$ cat src/sv/fmc_pkg.sv
// Types and constants of the FRU multirecord checker core.
package fmc_pkg;

  typedef enum logic [1:0] {
    PH_IDLE   = 2'd0,
    PH_HEADER = 2'd1,
    PH_DATA   = 2'd2
  } fmc_phase_t;

  typedef enum logic [1:0] {
    KIND_DATA   = 2'd0,
    KIND_ACCEPT = 2'd1,
    KIND_ERROR  = 2'd2
  } fmc_kind_t;

  typedef enum logic [2:0] {
    ST_OK         = 3'd0,
    ST_HDR_SUM    = 3'd1,
    ST_BAD_FORMAT = 3'd2,
    ST_DATA_SUM   = 3'd3,
    ST_SHORT_HDR  = 3'd4,
    ST_SHORT_DATA = 3'd5
  } fmc_status_t;

  localparam logic [2:0] FORMAT_MASK  = 3'h7;
  localparam logic [2:0] FORMAT_V2    = 3'h2;
  localparam int         END_FLAG_BIT = 7;
  localparam int         HDR_BYTES    = 5;
  localparam logic [2:0] HDR_LAST_POS = 3'(HDR_BYTES - 1);

  typedef struct packed {
    fmc_phase_t  phase;
    logic [2:0]  header_pos;
    logic [7:0]  header_sum;
    logic [7:0]  data_sum;
    logic [7:0]  type_hold;
    logic        end_hold;
    logic [7:0]  length_hold;
    logic [7:0]  bytes_left;
    logic        fmt_bad;
  } fmc_state_t;

  typedef struct packed {
    logic        valid;
    fmc_kind_t   kind;
    logic [7:0]  data_byte;
    logic [7:0]  rec_type;
    logic [7:0]  rec_length;
    logic [3:0]  rec_index;
    logic        rec_end;
    fmc_status_t status;
    logic        area_done;
  } fmc_result_t;

endpackage

$ cat src/sv/fru_multirecord_checker_core.sv
// Top level of the FRU multirecord checker core: input and result registers.
// A beat is taken into the input register, and its result into the result register when it advances.
// Throughput: one byte per cycle unless out_stall holds a valid result; the running
// sums and counters of the parser step between the input and result registers set it.
// Reset clears both register stages and leaves the parser idle until a
// beat with first_byte arrives.
module fru_multirecord_checker_core import fmc_pkg::*; #(
  parameter int MAX_RECORDS = 16
) (
  input  logic        clk,
  input  logic        rst_n,
  input  logic        in_valid,
  output logic        in_stall,
  input  logic [7:0]  in_byte_in,
  input  logic        in_first_byte,
  input  logic        in_last_byte,
  output logic        out_valid,
  input  logic        out_stall,
  output logic [1:0]  out_kind,
  output logic [7:0]  out_data_byte,
  output logic [7:0]  out_rec_type,
  output logic [7:0]  out_rec_length,
  output logic [3:0]  out_rec_index,
  output logic        out_rec_end,
  output logic [2:0]  out_status,
  output logic        out_area_done
);

  localparam int CNT_BITS = $clog2(MAX_RECORDS + 1);
  localparam int CNT_W    = (CNT_BITS < 4) ? 4 : CNT_BITS;

  logic             a_valid_r;
  logic [7:0]       a_byte_r;
  logic             a_first_r;
  logic             a_last_r;
  fmc_state_t       state_r;
  fmc_state_t       state_nxt;
  logic [CNT_W-1:0] count_r;
  logic [CNT_W-1:0] count_nxt;
  fmc_result_t      res_nxt;
  fmc_result_t      res_r;
  logic             advance;
  logic             in_take;

  assign advance  = a_valid_r && (!res_r.valid || !out_stall);
  assign in_stall = a_valid_r && !advance;
  assign in_take  = in_valid && !in_stall;

  fmc_parse_step #(
    .MAX_RECORDS (MAX_RECORDS),
    .CNT_W       (CNT_W)
  ) u_step (
    .state_cur  (state_r),
    .count_cur  (count_r),
    .byte_in    (a_byte_r),
    .first_byte (a_first_r),
    .last_byte  (a_last_r),
    .state_nxt  (state_nxt),
    .count_nxt  (count_nxt),
    .result     (res_nxt)
  );

  always_ff @(posedge clk) begin
    if (!rst_n) begin
      a_valid_r <= 1'b0;
    end else if (in_take) begin
      a_valid_r <= 1'b1;
    end else if (advance) begin
      a_valid_r <= 1'b0;
    end
  end

  always_ff @(posedge clk) begin
    if (in_take) begin
      a_byte_r  <= in_byte_in;
      a_first_r <= in_first_byte;
      a_last_r  <= in_last_byte;
    end
  end

  always_ff @(posedge clk) begin
    if (!rst_n) begin
      state_r <= '0;
      count_r <= '0;
    end else if (advance) begin
      state_r <= state_nxt;
      count_r <= count_nxt;
    end
  end

  always_ff @(posedge clk) begin
    if (!rst_n) begin
      res_r <= '0;
    end else if (advance) begin
      res_r <= res_nxt;
    end else if (!out_stall) begin
      res_r.valid <= 1'b0;
    end
  end

  assign out_valid      = res_r.valid;
  assign out_kind       = res_r.kind;
  assign out_data_byte  = res_r.data_byte;
  assign out_rec_type   = res_r.rec_type;
  assign out_rec_length = res_r.rec_length;
  assign out_rec_index  = res_r.rec_index;
  assign out_rec_end    = res_r.rec_end;
  assign out_status     = res_r.status;
  assign out_area_done  = res_r.area_done;

endmodule

$ cat src/sv/fmc_parse_step.sv
// Parser step logic: next parser state and the result caused by one byte.
module fmc_parse_step import fmc_pkg::*; #(
  parameter int MAX_RECORDS = 16,
  parameter int CNT_W       = 5
) (
  input  fmc_state_t       state_cur,
  input  logic [CNT_W-1:0] count_cur,
  input  logic [7:0]       byte_in,
  input  logic             first_byte,
  input  logic             last_byte,
  output fmc_state_t       state_nxt,
  output logic [CNT_W-1:0] count_nxt,
  output fmc_result_t      result
);

  fmc_state_t       st;
  logic [CNT_W-1:0] cnt;
  logic [7:0]       hsum;
  logic [7:0]       dsum;
  logic [7:0]       left;
  logic             do_finish;
  logic             blank;
  logic [CNT_W:0]   cnt_inc;

  always_comb begin
    st = state_cur;
    cnt = count_cur;
    if (first_byte) begin
      st = '0;
      st.phase = PH_HEADER;
      cnt = '0;
    end
    state_nxt = st;
    count_nxt = cnt;
    result = '0;
    result.rec_index = cnt[3:0];
    do_finish = 1'b0;
    blank = 1'b0;
    hsum = st.header_sum + byte_in;
    dsum = st.data_sum + byte_in;
    left = st.bytes_left - 8'd1;
    cnt_inc = {1'b0, cnt} + (CNT_W+1)'(1);

    case (st.phase)
      PH_HEADER: begin
        state_nxt.header_sum = hsum;
        case (st.header_pos)
          3'd0: state_nxt.type_hold = byte_in;
          3'd1: begin
            state_nxt.end_hold = byte_in[END_FLAG_BIT];
            state_nxt.fmt_bad = (byte_in[2:0] & FORMAT_MASK) != FORMAT_V2;
          end
          3'd2: state_nxt.length_hold = byte_in;
          3'd3: state_nxt.data_sum = byte_in;
          default: ;
        endcase
        if (st.header_pos != HDR_LAST_POS) begin
          state_nxt.header_pos = st.header_pos + 3'd1;
          if (last_byte) begin
            result.valid = 1'b1;
            result.kind = KIND_ERROR;
            result.status = ST_SHORT_HDR;
            result.area_done = 1'b1;
            blank = 1'b1;
          end
        end else if (hsum != 8'd0) begin
          result.valid = 1'b1;
          result.kind = KIND_ERROR;
          result.status = ST_HDR_SUM;
          result.area_done = 1'b1;
        end else if (st.fmt_bad) begin
          result.valid = 1'b1;
          result.kind = KIND_ERROR;
          result.status = ST_BAD_FORMAT;
          result.area_done = 1'b1;
        end else if (st.length_hold == 8'd0) begin
          do_finish = 1'b1;
        end else if (last_byte) begin
          result.valid = 1'b1;
          result.kind = KIND_ERROR;
          result.status = ST_SHORT_DATA;
          result.area_done = 1'b1;
        end else begin
          state_nxt.phase = PH_DATA;
          state_nxt.bytes_left = st.length_hold;
        end
      end
      PH_DATA: begin
        state_nxt.data_sum = dsum;
        state_nxt.bytes_left = left;
        result.data_byte = byte_in;
        if (left == 8'd0) begin
          do_finish = 1'b1;
        end else begin
          result.valid = 1'b1;
          if (last_byte) begin
            result.kind = KIND_ERROR;
            result.status = ST_SHORT_DATA;
            result.area_done = 1'b1;
          end else begin
            result.kind = KIND_DATA;
          end
        end
      end
      default: ;
    endcase

    result.rec_type = state_nxt.type_hold;
    result.rec_length = state_nxt.length_hold;
    result.rec_end = state_nxt.end_hold;

    if (do_finish) begin
      result.valid = 1'b1;
      if (state_nxt.data_sum != 8'd0) begin
        result.kind = KIND_ERROR;
        result.status = ST_DATA_SUM;
        result.area_done = 1'b1;
      end else if (state_nxt.end_hold || cnt_inc >= (CNT_W+1)'(MAX_RECORDS)) begin
        result.kind = KIND_ACCEPT;
        result.area_done = 1'b1;
        count_nxt = cnt_inc[CNT_W-1:0];
      end else if (last_byte) begin
        result.kind = KIND_ERROR;
        result.status = ST_SHORT_HDR;
        result.area_done = 1'b1;
        count_nxt = cnt_inc[CNT_W-1:0];
        result.rec_index = cnt_inc[3:0];
        blank = 1'b1;
      end else begin
        result.kind = KIND_ACCEPT;
        count_nxt = cnt_inc[CNT_W-1:0];
        state_nxt = '0;
        state_nxt.phase = PH_HEADER;
      end
    end

    if (blank) begin
      result.rec_type = '0;
      result.rec_length = '0;
      result.rec_end = 1'b0;
    end
    if (result.area_done) begin
      state_nxt.phase = PH_IDLE;
    end
  end

endmodule

$ cat config.mk
export PLATFORM = sky130hd
export DESIGN_NAME = fru_multirecord_checker_core
export DESIGN_NICKNAME = d
export VERILOG_FILES = /design/src/sv/fmc_pkg.sv /design/src/sv/fru_multirecord_checker_core.sv /design/src/sv/fmc_parse_step.sv
export SDC_FILE = /design/constraint.sdc
export NUM_CORES = 1
export LEC_CHECK = 0
export ABC_AREA = 1
export BUFFER_PORTS_ARGS = -buffer_cell sky130_fd_sc_hd__buf_4
export CAP_MARGIN = 20
export CORE_MARGIN = 5
export CORE_UTILIZATION = 35
export CTS_CLUSTER_SIZE = 40
export DETAILED_ROUTE_END_ITERATION = 6
export PLACE_DENSITY = 0.49
export REMOVE_ABC_BUFFERS = 1
export SYNTH_ARGS = -nofsm -noshare
export SYNTH_HDL_FRONTEND = slang
export SYNTH_SLANG_ARGS = --single-unit
$ cat constraint.sdc
create_clock -name clk -period 4.35 [get_ports clk]
set_input_delay 0.2175 -clock clk [delete_from_list [all_inputs] [get_ports clk]]
set_output_delay 0.2175 -clock clk [all_outputs]
set_load 0.01 [all_outputs]
### Word level (Yosys, flattened, before mapping)

Cells that the tools add are included.

| storage, ports and cells | value |
|---|---|
| input bits | 14 |
| output and inout port bits | 37 |
| flip-flop bits (word level) | 99 |

| cells by class | value |
|---|---|
| add/subtract/negate cells | 5 |
| order comparisons | 1 |
| eq/ne operators | 8 |
| reduce and logical (&&, ||, !) cells | 15 |
| muxes and demuxes | 79 |

Operators by type and width:

| operator | count |
|---|---|
| $mux 47 | 5 |
| $mux 8 | 9 |
| $mux 4 | 14 |
| $pmux 8 s2 | 2 |
| $mux 3 | 9 |
| $mux 1 | 21 |
| $mux 2 | 10 |
| $mux 17 | 1 |
| $add 8x8->8 | 2 |
| $logic_not 8->1 | 2 |
| $mux 16 | 1 |
| $reduce_bool 8->1 | 2 |
| $mux 5 | 3 |
| $mux 13 | 1 |
| $pmux 4 s2 | 1 |
| $sub 8x1->8 const B | 1 |
| $add 5x1->6 const B | 1 |
| $eq 3x2->1 const B | 2 |
| $ge 6x5->1 const B | 1 |
| $pmux 3 s2 | 1 |
| $logic_not 1->1 | 4 |
| $add 3x1->3 const B | 1 |
| $eq 3x1->1 const B | 1 |
| $logic_and 1x1->1 | 3 |
| other kinds (9) | 10 |

### Logic depth before layout (Yosys ltp)

| depth | value |
|---|---|
| depth in word-level cells | 12 |
| gate-level depth with buffers | 25 |
| depth with buffers taken out | 22 |

### Modules after synthesis

Synthesis repeated with hierarchy kept, for this count alone.

| unflattened totals | value |
|---|---|
| cells, all modules | 1,297 |
| area total of the unflattened synthesis | 7,613.6 um^2 |

By module, submodules not included:

| module | cells an instance | seq. area each (um^2) | area an instance (um^2) | times used |
|---|---|---|---|---|
| fru_multirecord_checker_core | 593 | 2,082.0 | 4,321.6 | 1 |
| fmc_parse_step | 704 | 0.0 | 3,291.9 | 1 |

### Worst setup path before layout

OpenSTA, ideal clock, no wires.

| timing | value |
|---|---|
| path type | flip-flop to flip-flop |
| from | register a_first_r |
| to | register res_r, in the netlist out_rec_index[0] |
| setup time | 0.109 ns |
| path slack | 1.151 ns |
| stages on the path, launching flop included | 25 |
| clock period less this slack | 3.199 ns |
| arrival time | 3.090 ns |
| path through | edfxtp_1 > inv_2 > buf_6 > buf_4 > clkbuf_1 > nand2_1 > inv_1 > ha_1 > ha_1 > inv_1 > o21ai_0 > a21oi_1 > nor2_1 > nand2_1 > nand2_1 > nand3_1 > nor2_1 > nand2_1 > inv_2 > nand3_1 > buf_4 > nand2_1 > nand3_1 > nand2_1 > inv_1 |

| on the way | value |
|---|---|
| word-level cells in the longest chain between the ends | 8 |
| elaborated cells between the ends (all ways) | 31 |
| those cells by class | 4 x add/sub; 1 x order compare; 5 x eq/ne; 16 x mux; 5 x reduce/logical |

RTL lines:

| item | line | RTL |
|---|---|---|
| start: declaration | fru_multirecord_checker_core.sv:34 | `logic a_first_r;` |
| start signal: assignment | fru_multirecord_checker_core.sv:76 | `a_first_r <= in_first_byte;` |
| parallel branches: the longest is 7 deep, another holds $add 5x1->6 | - |  |
| $mux 4 * | fmc_parse_step.sv:112 | `if (do_finish) begin` |
| end signal: assignment | fru_multirecord_checker_core.sv:95 | `res_r <= res_nxt;` |
| end: declaration | fru_multirecord_checker_core.sv:41 | `fmc_result_t res_r;` |

Every way passes the cells marked *.
A chain may end at the register's enable or synchronous reset.

### Final worst setup path

| timing | value |
|---|---|
| from | register a_first_r |
| to | register res_r, in the netlist out_rec_end |

| on the way | value |
|---|---|
| word-level cells in the longest chain between the ends | 9 |
| elaborated cells between the ends (all ways) | 34 |
| those cells by class | 4 x add/sub; 1 x order compare; 5 x eq/ne; 19 x mux; 5 x reduce/logical |

RTL lines:

| item | line | RTL |
|---|---|---|
| parallel branches: the longest is 8 deep, another holds $add 5x1->6 | - |  |
| $mux 1 * | fmc_parse_step.sv:137 | `if (blank) begin` |

Marked as above.

==> results.yml <==
layout:
  layout-drive-gt1-share_pct: 10.21
  area_delta_synth_final_pct: 14.46
  fin_area_sq_um: 7093
  final-instance-count-excl-fill: 1234
  nets: 1044
  diodes: 0
  post-route-util_pct: 40.87
yosys:
  syn_avg_cell_area_sq_um: 6.343
  synth-edff-count: 10
  ys_async_sr_fraction_pct: 0
  synth_cells: 977
  yosys_warnings: 0
  synth_top_area_share_pct: 28.75
  synthDistinctLibCells: 36
  synth-seq-cells: 99
  ys_seq_area_share_pct: 33.60
  ys_top_cells_by_area: "dfxtp_1 29%, nand2_1 18%, a21oi_1 9.3%"
  syn_area_sq_um: 6197
  synth_most_common_cell: "nand2_1"
  synth_common_cells: "301 x nand2_1, 115 x a21oi_1, 104 x inv_1"
  synth.largest_area_cell: "dfxtp_1"
  synthFlopType: "dfxtp_1"
clocking:
  cts_tree: "yes"
  postCtsSetupRepairBufs: 0
  cts.clk_slew.worst_paths_ns: 0.07
  cts_resized: 0
  root_buffer: "clkbuf_16"
  cts_buffers: 9
  cts_sinks: 99
  cts_buffer_depth: 2
  cts_max_level: 3
  worstSkewPairLatency_ns: 0.36
  hold_buffers: 0
placement:
  placed_cells: 1218
  gp_congestion: 0.8726
  place_area_sq_um: 6753
  io_buffers: 50
  hpwlAfterDp_microns: 13490
floorplanning:
  die_x_microns: 143.1
  start_util_pct: 35.71
  coreArea_sq_um: 17360
  fp.dieH_microns: 143.1
  rows: 48
  die_area_sq_um: 20470
  pin_count: 51
detailed_routing:
  routed_via_density: 5.027
  drt-pass1-iter-count: 5
  first_iter_violations: 450
  wire_per_inst_microns: 15.41
  drc_errors: 0
  vias: 6203
  wl_microns: 19020
  detail-route-antenna-nets: 0
sta:
  finalHoldViolCount: 0
  min_period_ns: 3.864
  fin_crit_sh_pct: 88.83
  rsz0062_at_grt: "false"
  worst_pin_slew_ns: 0.9725
  final_max_slew_viol_count: 0
  clock_skew_ns: 0.007684
  max_freq_mhz: 258.8
  setup_viol: 0
  relSlewSlack_pct: 35.07
  hold_slack_ns: 0.03619
critical_path:
  cp.arrival_ns: 4.15
  crit_buf_inv: 6
  worst_path_largest_cell_delay_ns: 0.65
  r2r_cells: 21
  cp.depth: 21
  cp-start-kind: "flop"
  critPathMaxFanout: 26
  path_cells: "inv_2 > buf_4 > nand2_1 > inv_1 > ha_1 > nand2_1 > inv_1 > nand3_1 > nand3_1 > nand2_1 > nand3_1 > a21oi_1 > nor2_1 > nand2_1 > inv_2 > nand3_1 > buf_4 > nand2_1 > nor2_1 > nor2_1 > nor2_1"
  crit_slowest_cell: "edfxtp_1"
  critPathMostFrequentCell: "nand2_1"
  worstSetupPathType: "flop to flop"
  r2r_slack_ns: 0.49
  cp-end-kind: "flop"
  critical_path.top_delay_family: "simple AND/OR/NAND/NOR gates"
  cp.required_ns: 4.63
power_and_ir_drop:
  p_per_area_nw_per_um2: 313.2
  p_leak_uw: 0.003296
  total_power_uw: 2222
  ir_drop_mv: 0.1921
min_path:
  hold_depth: 1
  min_path_type: "primary input to flop"
global_routing:
  grt_pass1_vias: 5907
  antenna_found_initial: 0
  grt_max_degree: 47
  grt_overflow: 0
  grt_use_total_pct: 19.02
  grt_pass1_wl_microns: 31010
status:
  status: "finished clean"
job:
  maxCapViolCount: 0
-- flip-flops by register name, indices dropped and copies added (netlist names), 2 cells and up --
name	cells
out_rec_type	8
out_rec_length	8
out_status	3
state_r	47
out_data_byte	8
out_kind	2
out_rec_index	4
a_byte_r	8
count_r	5
-- routing by layer --
metal,vias up,global-route usage (%),routed length [microns]
met3,17,4.119,763
met2,144,30.86,8742
met5,-,0,0
met4,0,4.852,301
met1,2822,25.77,9212
li1,3220,-,-
-- through the flow --
stage	setup TNS (ns)	setup WS, ns
3_3_place_gp	0	0.5783
6_report	0	0.4857
3_5_place_dp	0	0.5108
2_1_floorplan	-36.58	-1.183
5_1_grt	0	0.1195
4_1_cts	0	0.4817
-- placed cells by master, fill, tap and decap left out, types with 2 or more instances in the layout --
cell type	n
a21oi_1	115
a31oi_1	2
buf_4	66
bufinv_16	3
clkbuf_16	9
dfxtp_1	89
edfxtp_1	10
fa_1	2
ha_1	24
inv_1	104
inv_2	5
nand2_1	301
nand2_2	9
nand3_1	88
nand3b_1	2
nand4_1	20
nor2_1	73
nor3_1	5
nor4_1	2
o211ai_1	5
o21ai_0	49
o21ai_1	3
xnor2_1	3
xor2_1	6
-- final cells by class --
type | count | area, sq um
clock buffers | 10 | 229.0
flip-flops and latches | 99 | 2082
fillers | 1870 | 10260
inverters | 109 | 409.1
repair buffers | 66 | 495.5
well taps | 225 | 281.5
multi-input cells | 719 | 3485
clock inverters | 6 | 111.4
-- where the power goes --
group / internal, uW / total, uW / switching [uW] / leakage (uW)
Sequential: 953 / 981 / 27.6 / 0.000821
Combinational: 98.6 / 304 / 205 / 0.00231
Clock: 564 / 938 / 373 / 0.000163
-- worst paths after layout --
path | start | endpoint
worst max-delay path | a_first_r | out_rec_end
worst min-delay path | in_byte_in[1] | a_byte_r[1]
worst max register to register | a_first_r | out_rec_end
worst min register to register | out_rec_length[3] | out_rec_length[3]
-- kinds of logic after synthesis --
kind of cell    synth area share, %
compound gates                14.68
xor+xnor                      1.272
fa+ha+maj                     5.492
buf+inv                       10.30
flops                         33.60
simple gates                  34.67
No activity file was read; power rests on OpenSTA's default activity.
